`config.mk`:
```
export PLATFORM = sky130hd
export DESIGN_NAME = sphit_isqrt
export DESIGN_NICKNAME = d
export VERILOG_FILES = /design/src/design/sphit_pkg.sv /design/src/design/sphit_isqrt.sv
export SDC_FILE = /design/constraint.sdc
export NUM_CORES = 2
export LEC_CHECK = 0
export BUFFER_PORTS_ARGS = -buffer_cell sky130_fd_sc_hd__buf_2
export CAP_MARGIN = 20
export CORE_MARGIN = 2
export CORE_UTILIZATION = 64
export DETAILED_ROUTE_END_ITERATION = 7
export GPL_TIMING_DRIVEN = 0
export HOLD_SLACK_MARGIN = 0.05
export PLACE_DENSITY = 0.8
export SLEW_MARGIN = 20
export SYNTH_ARGS = -nofsm -noshare
export SYNTH_HDL_FRONTEND = slang
export SYNTH_MEMORY_MAX_BITS = 65536
export SYNTH_SLANG_ARGS = --single-unit
export TNS_END_PERCENT = 50
```
`constraint.sdc`:
```
create_clock -name clk -period 5 [get_ports clk]
set_input_delay 0.5 -clock clk [delete_from_list [all_inputs] [get_ports clk]]
set_output_delay 0.5 -clock clk [all_outputs]
set_load 0.05 [all_outputs]
```
`src/design/sphit_pkg.sv`:
```
// ----------------------------------------------------------------------------
// sphit_pkg
// Shared types and constants of the segment point hit test unit.
// ----------------------------------------------------------------------------
`default_nettype none
package sphit_pkg;
	localparam int FRAC_BITS = 16;
	localparam int COORD_W   = 32;
	localparam int DIFF_W    = COORD_W + 1;
	localparam int PROD_W    = 2 * DIFF_W;
	localparam int SUM_W     = PROD_W + 2;
	localparam int ROOT_W    = SUM_W / 2;
	localparam int QUO_W     = 40;
	localparam int QH_W      = 18;
	localparam int REG_W     = 31;

	localparam logic [REG_W-1:0] HIT_RADIUS_RST = REG_W'(64'd1 << (FRAC_BITS - 1));
	localparam logic [REG_W-1:0] MIN_STEP_RST   = REG_W'(((64'd1 << FRAC_BITS) + 64'd500) / 64'd1000);

	localparam logic [2:0] ADDR_HIT_RADIUS = 3'd0;
	localparam logic [2:0] ADDR_MIN_STEP   = 3'd4;

	typedef enum logic [2:0] {
		VERD_HIT,
		VERD_OWNER,
		VERD_NOT_OPP,
		VERD_SHORT,
		VERD_OUTSIDE,
		VERD_OFF_PATH
	} verdict_t;

	typedef struct packed {
		logic     early;
		verdict_t code;
		logic     neg;
		logic     outside;
	} pre_t;
endpackage
`default_nettype wire

```
`src/design/sphit_isqrt.sv`:
```
// ----------------------------------------------------------------------------
// sphit_isqrt
// Pipelined integer square root, one root bit per stage.
// ----------------------------------------------------------------------------
`default_nettype none
module sphit_isqrt import sphit_pkg::*; #(
	parameter int N   = ROOT_W,
	parameter int SBW = 8
) (
	input  wire logic             clk,
	input  wire logic             arst_n,
	input  wire logic             adv,
	input  wire logic             in_v,
	input  wire logic [2*N-1:0]   x,
	input  wire logic [SBW-1:0]   sb_in,
	output logic                  out_v,
	output logic [N-1:0]          root,
	output logic [SBW-1:0]        sb_out
);
	logic             v_a    [N];
	logic [2*N-1:0]   x_a    [N];
	logic [N+1:0]     rem_a  [N];
	logic [N-1:0]     root_a [N];
	logic [SBW-1:0]   sb_a   [N];

	for (genvar i = 0; i < N; i++) begin : g_stage
		logic           pv;
		logic [2*N-1:0] px;
		logic [N+1:0]   prem;
		logic [N-1:0]   proot;
		logic [SBW-1:0] psb;
		logic [N+3:0]   rem_sh, trial, diff;
		logic           ge;

		if (i == 0) begin : g_first
			assign pv    = in_v;
			assign px    = x;
			assign prem  = '0;
			assign proot = '0;
			assign psb   = sb_in;
		end else begin : g_next
			assign pv    = v_a[i-1];
			assign px    = x_a[i-1];
			assign prem  = rem_a[i-1];
			assign proot = root_a[i-1];
			assign psb   = sb_a[i-1];
		end

		assign rem_sh = {prem, px[2*N-1:2*N-2]};
		assign trial  = {2'b00, proot, 2'b01};
		assign ge     = rem_sh >= trial;
		assign diff   = rem_sh - trial;

		always_ff @(posedge clk or negedge arst_n) begin
			if (!arst_n) begin
				v_a[i] <= 1'b0;
			end else if (adv) begin
				v_a[i] <= pv;
			end
		end

		always_ff @(posedge clk) begin
			if (adv) begin
				x_a[i]    <= px << 2;
				rem_a[i]  <= ge ? diff[N+1:0] : rem_sh[N+1:0];
				root_a[i] <= {proot[N-2:0], ge};
				sb_a[i]   <= psb;
			end
		end
	end

	assign out_v  = v_a[N-1];
	assign root   = root_a[N-1];
	assign sb_out = sb_a[N-1];
endmodule
`default_nettype wire

```
Word-level counts from Yosys, hierarchy flattened
Memories as Yosys holds them, arrays and structs flattened.
Index checks and enable logic that the tools add are counted.
- $add $sub $neg: 34
- multiply operators: 0
- div/mod/pow operators: 0
- order comparisons: 34
- equality and inequality tests: 0
- shift operators: 0
- multiplexer cells: 36
- bitwise gates (word level): 0
- reductions and logical operators: 0
- operators with widths (operator ; number):
    greater-or-equal comparator 38 x 36 -> 1 bit ; 33
    2-to-1 mux 36 bit ; 34
    subtractor 36 bit ; 33
    subtractor 2 x 1 -> 3 bit (second input constant) ; 1
    greater-or-equal comparator 2 x 1 -> 1 bit (second input constant) ; 1
    2-to-1 mux 1 bit ; 2
- bits in registers: 34
- bits in latches: 0
- bits in writable memories: 4896
- ROM bits: 0
- input port bits: 80
- output and inout bits: 43
- word-level logic and storage cells: 142
- memories: 4
- memory list (name ; depth ; bits a word ; rd ports ; clocked after Yosys merged registers in ; wr ports ; line ; source):
    x_a ; 34 ; 66 ; 33 ; 0 ; 34 ; sphit_isqrt.sv:21 ; logic [2*N-1:0] x_a [N];
    rem_a ; 34 ; 36 ; 33 ; 0 ; 34 ; sphit_isqrt.sv:22 ; logic [N+1:0] rem_a [N];
    root_a ; 34 ; 34 ; 34 ; 0 ; 34 ; sphit_isqrt.sv:23 ; logic [N-1:0] root_a [N];
    sb_a ; 34 ; 8 ; 34 ; 0 ; 34 ; sphit_isqrt.sv:24 ; logic [SBW-1:0] sb_a [N];

Depth between registers and ports, before layout
An unclocked memory read counts as a cell.
- depth after elaboration: 3
- depth in mapped cells: 15
- depth with buffers taken out: 12

Least setup slack after synthesis
Ideal clock, no wire load.
- path type: reg-to-reg
- start point: memory rem_a[5][23] (netlist name)
- end point: memory rem_a[6][33] (netlist name), data pin
- library setup time: 271 ps
- arrival: 3419 ps
- required time: 4729 ps
- slack: 1310 ps
- cell stages (with the launch flop): 11
- buffers on the path: 1
- period minus slack after synthesis: 3690 ps
- cells stage by stage: edfxtp_1 -> or4_4 -> or3_1 -> or3_1 -> or3_4 -> or4_4 -> or4_4 -> o21ai_2 -> buf_6 -> nor4_1 -> xor2_1
- RTL lines (item ; line):
    from (decl) ; sphit_isqrt.sv:22

==> run metrics <==
buffers added on ports 122; area grow syn2layout 11.7%; crit path max fanout 10; # DRC 0; Tightest Hold Check Type input pin to async pin; Seq/Total Area, Yosys 66.2%; aggregate global routing overflow 0; fin. max-slew vios 0; clock sinks 3158; Finished Core Util between 70% and 80%; Post-CTS Setup Bufs 0; H-tree levels 5; worst vdd ir 0.000339 V; Min Clock Period, post-route just under 5 ns; RSZ-0062 raised after global routing yes; Slew HR 28.5%; mapped cell area 143000 µm²; Slew @ Worst Pin 1.06 ns; vias in the first global route 85985; count of state elements after synthesis 3158; placed cells 13857; vias per cell about 6; syn avg cell area ~13 µm²; yosys warns 0; Critical Path RT ~5.6 ns; GP Congestion 0.918; CTS root buf clkbuf_16; leading cell type in the layout, fill and taps excluded edfxtp_1; EDFF count, synth around 3100; die area 227000 µm²; Leakage Power 60.5 nW; first drt pass iteration count 8; CTS tree built; Async S/R FF share, synth 1.08%; Routed WL per cell 21.3 µm; Row Count 173; IO Pins 123; PnR Total Power 75.3 mW; Place WS -0.165 ns; share of layout cells above drive strength 1 7.39%; placed inst area 148000 µm²; Final Hold Viols 0; area of the core 222000 µm²; Filler Cells Inserted 14393; RR Startpoint rem_a[29][0]$_DFFE_PP_; Final WS setup 0.0759 ns; hold_ws 0.188 ns; Netlist cell types between 90 and 100; antenna violations before repair 2; CTS max path bufs 4; DP HPWL 212 mm; Setup crit end kind flip-flop; setup violators final 0; Critical Path Source Type flip-flop; Primary FF master, synth edfxtp_1; most frequent cells in the layout 3124 x edfxtp_1, 775 x inv_1, 712 x nand2_1; Cell Count, Final, Fillers Out 14520; Reg area ~95000 µm²; largest net degree at the start of global routing 166; arrival time worst endpoint between 5 and 6 ns; latest clock arrival within the worst-skew pair 0.96 ns; Worst R2R Path Depth 13; area occupied by multi-input gates 44600 µm²; max-capacitance violation count 0; Crit. Startpoint rem_a[29][0]$_DFFE_PP_; Initial Util between 60 and 70%; DRT Wirelength 309 mm; total track usage 27.0%; die extent in x between 400 and 500 µm; die height 477 µm; fin crit share 98.5%; Worst-path clk slew 0.07 ns; Mapped Cells 10737; crit path kind flip-flop to flip-flop; power per cell area 472 nW/µm²; Fin Setup TNS 0 ns; global-route wire length before repair about 480 mm; Antenna Nets Post-Route 0; Post-Syn Nets 11449; status completed; CTS buffer count 331; Peak Freq 203 MHz; nets 12005; starting DRC count in detailed routing 8843; clk_skew between 0.1 and 0.15 ns; total number of vias 87017; fin area 160000 µm²
[critical path, cell delays in order, from the launching register on]
cell and delay, ns:
edfxtp_1 0.47, ha_1 0.40, nor2b_1 0.18, o31a_1 0.26, o31a_1 0.28, o41ai_2 0.60
o41a_1 0.29, o21a_1 0.20, o211a_1 0.15, clkbuf_1 0.38, clkbuf_1 0.57, clkbuf_1 0.55
nand2_1 0.10, o21ai_0 0.22
[cell usage after synthesis, types with 51 or more instances]
master | n | area share (%)
a21o_1 | 291 | 1.5
nor3_1 | 270 | 0.95
a21oi_1 | 603 | 2.1
o21bai_1 | 51 | 0.27
clkbuf_1 | 190 | 0.50
nand3_1 | 186 | 0.65
or2_2 | 57 | 0.25
inv_1 | 775 | 2.0
o21ai_0 | 546 | 1.9
edfxtp_1 | 3124 | 66
mux2_2 | 98 | 0.77
o31ai_1 | 82 | 0.43
or3_1 | 130 | 0.57
nor2_1 | 649 | 1.7
nor2b_1 | 77 | 0.34
o21a_1 | 107 | 0.56
xor2_1 | 510 | 3.1
xnor2_1 | 449 | 2.8
a211oi_1 | 58 | 0.30
or4_1 | 76 | 0.40
ha_1 | 632 | 5.5
nand2_1 | 712 | 1.9
a31oi_1 | 61 | 0.27
nand2b_1 | 136 | 0.60
nand4_1 | 97 | 0.42
nor4_1 | 159 | 0.70
and3_1 | 68 | 0.30
[kinds of logic after synthesis]
group,synth area share [%]
fa+ha+maj,5.53
buf+inv,2.62
compound gates,9.20
xor+xnor,5.88
flops,66.2
mux,0.856
other cells,0.00262
simple gates,9.69
[per-layer routing]
metal | share of wire, % | vias to the layer above | global-route usage, % | wire length (µm)
met5 | 0.0042 | - | 0 | 13
met4 | 3.1 | 2 | 8.22 | 9580
met3 | 5.0 | 665 | 3.20 | 15500
met2 | 50 | 2817 | 46.3 | 155000
met1 | 42 | 42421 | 36.4 | 129000
li1 | - | 41112 | - | -
[report_power, final]
part	switching [mW]	total (mW)	leakage, nW	internal [mW]
Clock	10.1	24.7	5.25	14.6
Sequential	2.30	35.6	30.5	33.3
Combinational	8.97	15.0	24.7	6.08
Total	21.3	75.3	60.5	54.0
[worst paths after layout]
check | to | slack [ns]
min reg2reg | x_a[14][51]$_DFFE_PP_ | 0.36
max reg2reg | rem_a[30][30]$_DFFE_PP_ | 0.08
min | g_stage[24].pv$_DFFE_PN0P_ | 0.19
min in group clk | x_a[0][15]$_DFFE_PP_ | 0.24
max in group asynchronous | g_stage[28].pv$_DFFE_PN0P_ | 4.30
max | rem_a[30][30]$_DFFE_PP_ | 0.08
[area by class of cell]
class / instances / area share [%]
diodes: 3 / 0.00470
plain buffers: 206 / 0.502
clock buffers: 380 / 5.37
clock inverters: 202 / 1.41
inverters: 784 / 1.85
multi-input cells: 6587 / 28.0
flip-flops and latches: 3158 / 59.3
well taps: 2975 / 2.33
repair buffers: 225 / 1.28
[what timing repair did]
action	in CTS	in global routing
hold buffers	80	0
gates resized for setup	3	9
endpoints found under the setup margin	33	76
hold endpoints to repair	181	0
pin swaps	1	0
[state kept, by name, summed over array words and instances, names as in the netlist]
| signal | count |
|---|---|
| out_v | 1 |
| g_stage.pv | 33 |
| rem_a | 1135 |
| x_a | 1122 |
| root_a | 595 |
| sb_a | 272 |
Note: power is estimated with default switching activity, not from simulation.
