`src/design/sphit_pkg.sv`:
```
// ----------------------------------------------------------------------------
// sphit_pkg
// Shared types and constants of the segment point hit test unit.
// ----------------------------------------------------------------------------
`default_nettype none
package sphit_pkg;
	localparam int FRAC_BITS = 16;
	localparam int COORD_W   = 32;
	localparam int DIFF_W    = COORD_W + 1;
	localparam int PROD_W    = 2 * DIFF_W;
	localparam int SUM_W     = PROD_W + 2;
	localparam int ROOT_W    = SUM_W / 2;
	localparam int QUO_W     = 40;
	localparam int QH_W      = 18;
	localparam int REG_W     = 31;

	localparam logic [REG_W-1:0] HIT_RADIUS_RST = REG_W'(64'd1 << (FRAC_BITS - 1));
	localparam logic [REG_W-1:0] MIN_STEP_RST   = REG_W'(((64'd1 << FRAC_BITS) + 64'd500) / 64'd1000);

	localparam logic [2:0] ADDR_HIT_RADIUS = 3'd0;
	localparam logic [2:0] ADDR_MIN_STEP   = 3'd4;

	typedef enum logic [2:0] {
		VERD_HIT,
		VERD_OWNER,
		VERD_NOT_OPP,
		VERD_SHORT,
		VERD_OUTSIDE,
		VERD_OFF_PATH
	} verdict_t;

	typedef struct packed {
		logic     early;
		verdict_t code;
		logic     neg;
		logic     outside;
	} pre_t;
endpackage
`default_nettype wire

```
`src/design/sphit_tail.sv`:
```
// ----------------------------------------------------------------------------
// sphit_tail
// Along distance, quotient square and leftover squared distance, two stages.
// ----------------------------------------------------------------------------
`default_nettype none
module sphit_tail import sphit_pkg::*; (
	input  wire logic                clk,
	input  wire logic                arst_n,
	input  wire logic                adv,
	input  wire logic                in_v,
	input  wire logic [QUO_W-1:0]    quo,
	input  wire logic [SUM_W-1:0]    tt,
	input  wire pre_t                pre,
	output logic                     valid_s2,
	output logic [SUM_W-1:0]         rem_s2,
	output logic [COORD_W-1:0]       along_s2,
	output pre_t                     pre_s2
);
	localparam logic [QUO_W-1:0] POS_MAX = QUO_W'(32'h7FFF_FFFF);
	localparam logic [QUO_W-1:0] NEG_MAX = QUO_W'(32'h8000_0000);

	logic                      valid_s1;
	logic [2*QH_W-1:0]         phh_s1, phl_s1, pll_s1;
	logic [SUM_W-1:0]          tt_s1;
	logic [COORD_W-1:0]        along_s1;
	pre_t                      pre_s1;
	logic [COORD_W-1:0]        along_c;
	logic [2*SUM_W-1:0]        q2_c;

	always_comb begin
		if (pre.early) begin
			along_c = '0;
		end else if (pre.neg) begin
			along_c = (quo > NEG_MAX) ? NEG_MAX[COORD_W-1:0] : COORD_W'(-quo);
		end else begin
			along_c = (quo > POS_MAX) ? POS_MAX[COORD_W-1:0] : quo[COORD_W-1:0];
		end
	end

	assign q2_c = ((2*SUM_W)'(phh_s1) << (2*QH_W)) + ((2*SUM_W)'(phl_s1) << (QH_W + 1))
		+ (2*SUM_W)'(pll_s1);

	always_ff @(posedge clk or negedge arst_n) begin
		if (!arst_n) begin
			valid_s1 <= 1'b0;
			valid_s2 <= 1'b0;
		end else if (adv) begin
			valid_s1 <= in_v;
			valid_s2 <= valid_s1;
		end
	end

	always_ff @(posedge clk) begin
		if (adv) begin
			phh_s1   <= quo[2*QH_W-1:QH_W] * quo[2*QH_W-1:QH_W];
			phl_s1   <= quo[2*QH_W-1:QH_W] * quo[QH_W-1:0];
			pll_s1   <= quo[QH_W-1:0] * quo[QH_W-1:0];
			tt_s1    <= tt;
			along_s1 <= along_c;
			pre_s1   <= pre;
			rem_s2   <= (q2_c <= (2*SUM_W)'(tt_s1)) ? SUM_W'((2*SUM_W)'(tt_s1) - q2_c) : '0;
			along_s2 <= along_s1;
			pre_s2   <= pre_s1;
		end
	end
endmodule
`default_nettype wire

```
`config.mk`:
```
export PLATFORM = sky130hd
export DESIGN_NAME = sphit_tail
export DESIGN_NICKNAME = d
export VERILOG_FILES = /design/src/design/sphit_pkg.sv /design/src/design/sphit_tail.sv
export SDC_FILE = /design/constraint.sdc
export NUM_CORES = 2
export LEC_CHECK = 0
export BUFFER_PORTS_ARGS = -buffer_cell sky130_fd_sc_hd__buf_2
export CORE_UTILIZATION = 40
export CTS_CLUSTER_DIAMETER = 30
export CTS_CLUSTER_SIZE = 16
export DETAILED_ROUTE_END_ITERATION = 10
export PLACE_DENSITY = 0.63
export SLEW_MARGIN = 25
export SYNTH_ARGS = -nofsm -noshare
export SYNTH_HDL_FRONTEND = slang
export SYNTH_SLANG_ARGS = --single-unit
```
`constraint.sdc`:
```
create_clock -name clk -period 8.4 [get_ports clk]
set_input_delay 0.42 -clock clk [delete_from_list [all_inputs] [get_ports clk]]
set_output_delay 0.42 -clock clk [all_outputs]
set_load 0.02 [all_outputs]
```
Word level (Yosys, flattened, before mapping)
Cells that the tools add are included.

Register bits after elaboration: 322. Latch bits: 0. RAM bits: 0. Bits in read-only memories: 0. Input bits: 118. Memories: 0.

$add $sub $neg: 4. Multipliers: 3. Divide/modulo/power cells: 0. Order comparisons: 3. Equality and inequality tests: 0. Shift-type cells: 0. Mux-type cells: 3. Bitwise logic cells: 0. Reductions and logical operators: 0.

Operator list (number): $mul 18x18->36 (3); $mux 32 (3); $add 73x36->74 (1); $le 74x68->1 (1); $add 72x55->73 (1); $sub 68x68->68 (1); $gt 40x31->1 const B (1); $gt 40x32->1 const B (1); $neg 32->32 (1).

Logic depth before layout (Yosys ltp)
Depth after elaboration: 3. Mapped depth: 29. Mapped depth without buffers: 26.

Worst setup path before layout
Ideal clock, no wire load.

Path type: input-to-reg. From: input port quo[4]. To: register pll_s1[34], data pin. Arrival time: 6.798 ns. Required time: 8.138 ns. Path slack: 1.339 ns. Stages on the path: 24. Path through: clkbuf_1 clkbuf_1 nand2_1 fa_1 fa_1 inv_1 fa_1 fa_1 fa_1 inv_1 fa_1 inv_1 ha_1 o21ai_0 o21bai_1 a21o_1 a21oi_1 o21ai_0 a2111oi_0 o311a_1 nor3_1 a2111oi_0 a21oi_1 xor2_1.

Longest elaborated chain between the ends: 1.

Ends and longest elaborated chain: start, declared (line sphit_tail.sv:11) `input wire logic [QUO_W-1:0] quo,`; $mul 18x18->36 (line sphit_tail.sv:57) `pll_s1 <= quo[QH_W-1:0] * quo[QH_W-1:0];`; end signal, assigned (line sphit_tail.sv:57); end, declared (line sphit_tail.sv:23) `logic [2*QH_W-1:0] phh_s1, phl_s1, pll_s1;`.

Every way passes these cells. A chain may end at the register's enable or synchronous reset.

Final worst setup path
From: input port quo[5]. To: register pll_s1[34], data pin.

The elaborated chain is that of the path after synthesis.

==> flow_metrics.env <==
export IMPL_worst_setup_path_end_kind="register"
export IMPL_numCtsBuffers=82
export IMPL_first_iter_violations=1897
export IMPL_crit_type="primary input to register"
export IMPL_routedWlPerCell_um=17.67
export IMPL_yosysTopAreaCell="fa_1"
export IMPL_dieArea_mm2=0.1188
export IMPL_syn_num_nets=6263
export IMPL_antenna_found_initial=4
export IMPL_tns_ps=0
export IMPL_drt_wl_total_mm=119.7
export IMPL_rsz0062_at_grt="no"
export IMPL_grt_util_all_layers=0.2040
export IMPL_dp_hpwl_mm=95.38
export IMPL_nets=6508
export IMPL_cts_buffer_depth=3
export IMPL_setup_violations=0
export IMPL_htree_levels=3
export IMPL_initial_core_util=0.4037
export IMPL_grt_overflow=0
export IMPL_hold_violations=0
export IMPL_rows=125
export IMPL_fmax_ghz=0.1392
export IMPL_hold_class="primary input to register"
export IMPL_ys_ff_latch=320
export IMPL_crit_path_start_kind="primary input"
export IMPL_synth_area_leaders="fa_1 (30%), edfxtp_1 (20%), ha_1 (13%)"
export IMPL_synthAdderAreaFrac=0.4323
export IMPL_busiest_layer="met2"
export IMPL_met2_usage=0.3198
export IMPL_vias_per_cell=5.016
export IMPL_drc=0
export IMPL_clk_pin_slew_ps=40
export IMPL_ios=225
export IMPL_cts_tree="built"
export IMPL_fill_cells=11060
export IMPL_slowest_delay_ps=700
export IMPL_synth_simple_gate_area_frac=0.1223
export IMPL_grt_pass1_vias=34970
export IMPL_crit_required_ps=8790
export IMPL_post_synth_inst_count=4941
export IMPL_grt_first_pass_wirelength_mm=189.5
export IMPL_synthTopCellsByCount="inv_1 (1090), fa_1 (698), ha_1 (506)"
export IMPL_cts_root_buffer="clkbuf_16"
export IMPL_grt_max_degree=161
export IMPL_yosysUniqueCellTypes=71
export IMPL_dieHeight_um=344.7
export IMPL_syn_to_final_growth_pct=13.78
export IMPL_synth_top_family_by_area="adder cells"
export IMPL_max_slew_margin=0.2957
export IMPL_cts_sinks=320
export IMPL_drtAntennaViolNets=0
export IMPL_worstSkewPairLatency_ps=680
export IMPL_groute_layer_met3_usage=0.03688
export IMPL_place_gp_congestion=0.8854
export IMPL_clock_skew_ps=32.70
export IMPL_finalCritPeriodShare=0.8550
export IMPL_reg2reg_slack_ps=1870
export IMPL_crit_slowest_cell="a2111oi_0"
export IMPL_synth_xor_area_frac=0.03934
export IMPL_fin_crit_ps=7182
export IMPL_synth_mux_area_frac=0.001385
export IMPL_dr_pass1_iters=5
export IMPL_outcome="finished, final reports clean"
export IMPL_core_area_mm2=0.1164
export IMPL_ys_warn_count=0
export IMPL_ys_flop_type="edfxtp_1"
export IMPL_use_met1=0.2840
export IMPL_min_path_cells=1
export IMPL_path_max_fanout=21
export IMPL_synth_edf_count=318
export IMPL_maxSlewViolCount=0
export IMPL_tightest_slew_ps=1056
export IMPL_async_reset_ff_frac=0.006250
export IMPL_via_count=33990
export IMPL_path_depth=27
export IMPL_avgSynthCellArea_um2=9.506
export IMPL_synth_compound_area_share=0.09661
export IMPL_ff2ff_path_depth=26
export IMPL_synth_top_area_frac=0.2975
export IMPL_cp_top_family="adder cells"
export IMPL_critPathArrivalTime_ps=7580
export IMPL_syn_cell_area_mm2=0.04697
export IMPL_die_w_um=344.7
export IMPL_drive_above_1_share=0.08587
export IMPL_yosysMostFrequentCell="inv_1"
export IMPL_critPathBufInv=8
export IMPL_yosysSeqAreaShare=0.2044
export IMPL_port_buffers=224
export IMPL_max_cap_violations=0
cell type report:
class                      count  area [um2]  share of cell area
antenna                        1       2.502          0.00004682
inverter                    1091        4095             0.07662
tap                         1524        1907             0.03568
clock buffer                  90        2082             0.03896
multi-input combinational   3326       32500              0.6081
timing repair buffer         365        2435             0.04556
sequential                   320        9599              0.1796
clock inverter                60       823.3             0.01540
per-stage QoR:
step	hold WS (ps)	instance area (um2)	worst slack, ps	utilization	std cells
after CTS	9.244	53440	1294	0.4593	6776
final	67.78	53450	1218	0.4593	6777
after detailed placement	208.8	49810	609.4	0.4280	6553
after floorplan	124.4	46970	1339	-	4941
after global placement	207.2	49810	659.2	0.4280	6553
after global routing	5.000	53440	928.8	0.4593	6776
flip-flops by register name, summed over array words and instances (netlist names):
signal    cells
phl_s1       36
along_s1     32
valid_s1      1
pre_s2        6
pre_s1        6
along_s2     32
pll_s1       35
valid_s2      1
rem_s2       68
phh_s1       35
tt_s1        68
logic make-up after synthesis:
group	Yosys count
flip-flops	320
AND/OR/NAND/NOR	1193
XOR/XNOR	211
buffers and inverters	1295
adder cells (fa/ha/maj)	1204
AO/OA/AOI/OAI	712
multiplexers	6
cell usage in the layout, fill, tap and decap left out, types with 22 or more instances in the layout:
| cell type | count |
|---|---|
| nand2_1 | 445 |
| inv_1 | 1090 |
| a21o_1 | 132 |
| ha_1 | 506 |
| nor2b_1 | 25 |
| a31oi_1 | 22 |
| nor2_1 | 223 |
| and2_1 | 276 |
| xor2_1 | 88 |
| xnor2_1 | 123 |
| nand4_1 | 32 |
| buf_2 | 223 |
| a21oi_1 | 229 |
| o21bai_1 | 38 |
| o21ai_0 | 131 |
| nand3_1 | 52 |
| edfxtp_1 | 318 |
| dlygate4sd3_1 | 73 |
| fa_1 | 698 |
| buf_4 | 63 |
| nor3_1 | 29 |
| o21a_1 | 24 |
| and3_1 | 30 |
| a211oi_1 | 24 |
| clkbuf_16 | 82 |
| nand2b_1 | 23 |
metal layers:
layer,vias up,share of wire
met5,-,0.00031
met4,6,0.031
met3,186,0.061
met2,992,0.45
met1,16700,0.46
li1,16110,-
worst register-to-register path: cells and delay by family, from the launching register on:
family,cells,cell delay [ps]
AOI/OAI and AO/OA,16,3230
DFF,1,330
xor gates and xnor gates,1,230
adders and majority gates,3,950
and+or+nand+nor,4,1120
buffers and inverters,2,440
path summary, 6_finish.rpt:
kind	start	to
setup / recovery	quo[5]	pll_s1[34]$_DFFE_PP_
hold / removal	tt[31]	tt_s1[31]$_DFFE_PP_
setup reg to reg	phl_s1[0]$_DFFE_PP_	rem_s2[66]$_SDFFCE_PN0P_
hold reg to reg	along_s1[15]$_SDFFCE_PP0P_	along_s2[15]$_DFFE_PP_
max in group asynchronous	arst_n	valid_s2$_DFFE_PN0P_
min in group asynchronous	arst_n	valid_s1$_DFFE_PN0P_
timing repair:
action | CTS | global route
hold endpoints to repair | 74 | 0
setup buffers | 0 | 0
hold buffers | 73 | 0
gates resized for setup | 0 | 0
Power is left out: the tool's default activity adds up to more than one toggle a clock period on the data nets, which glitch-free logic cannot reach.
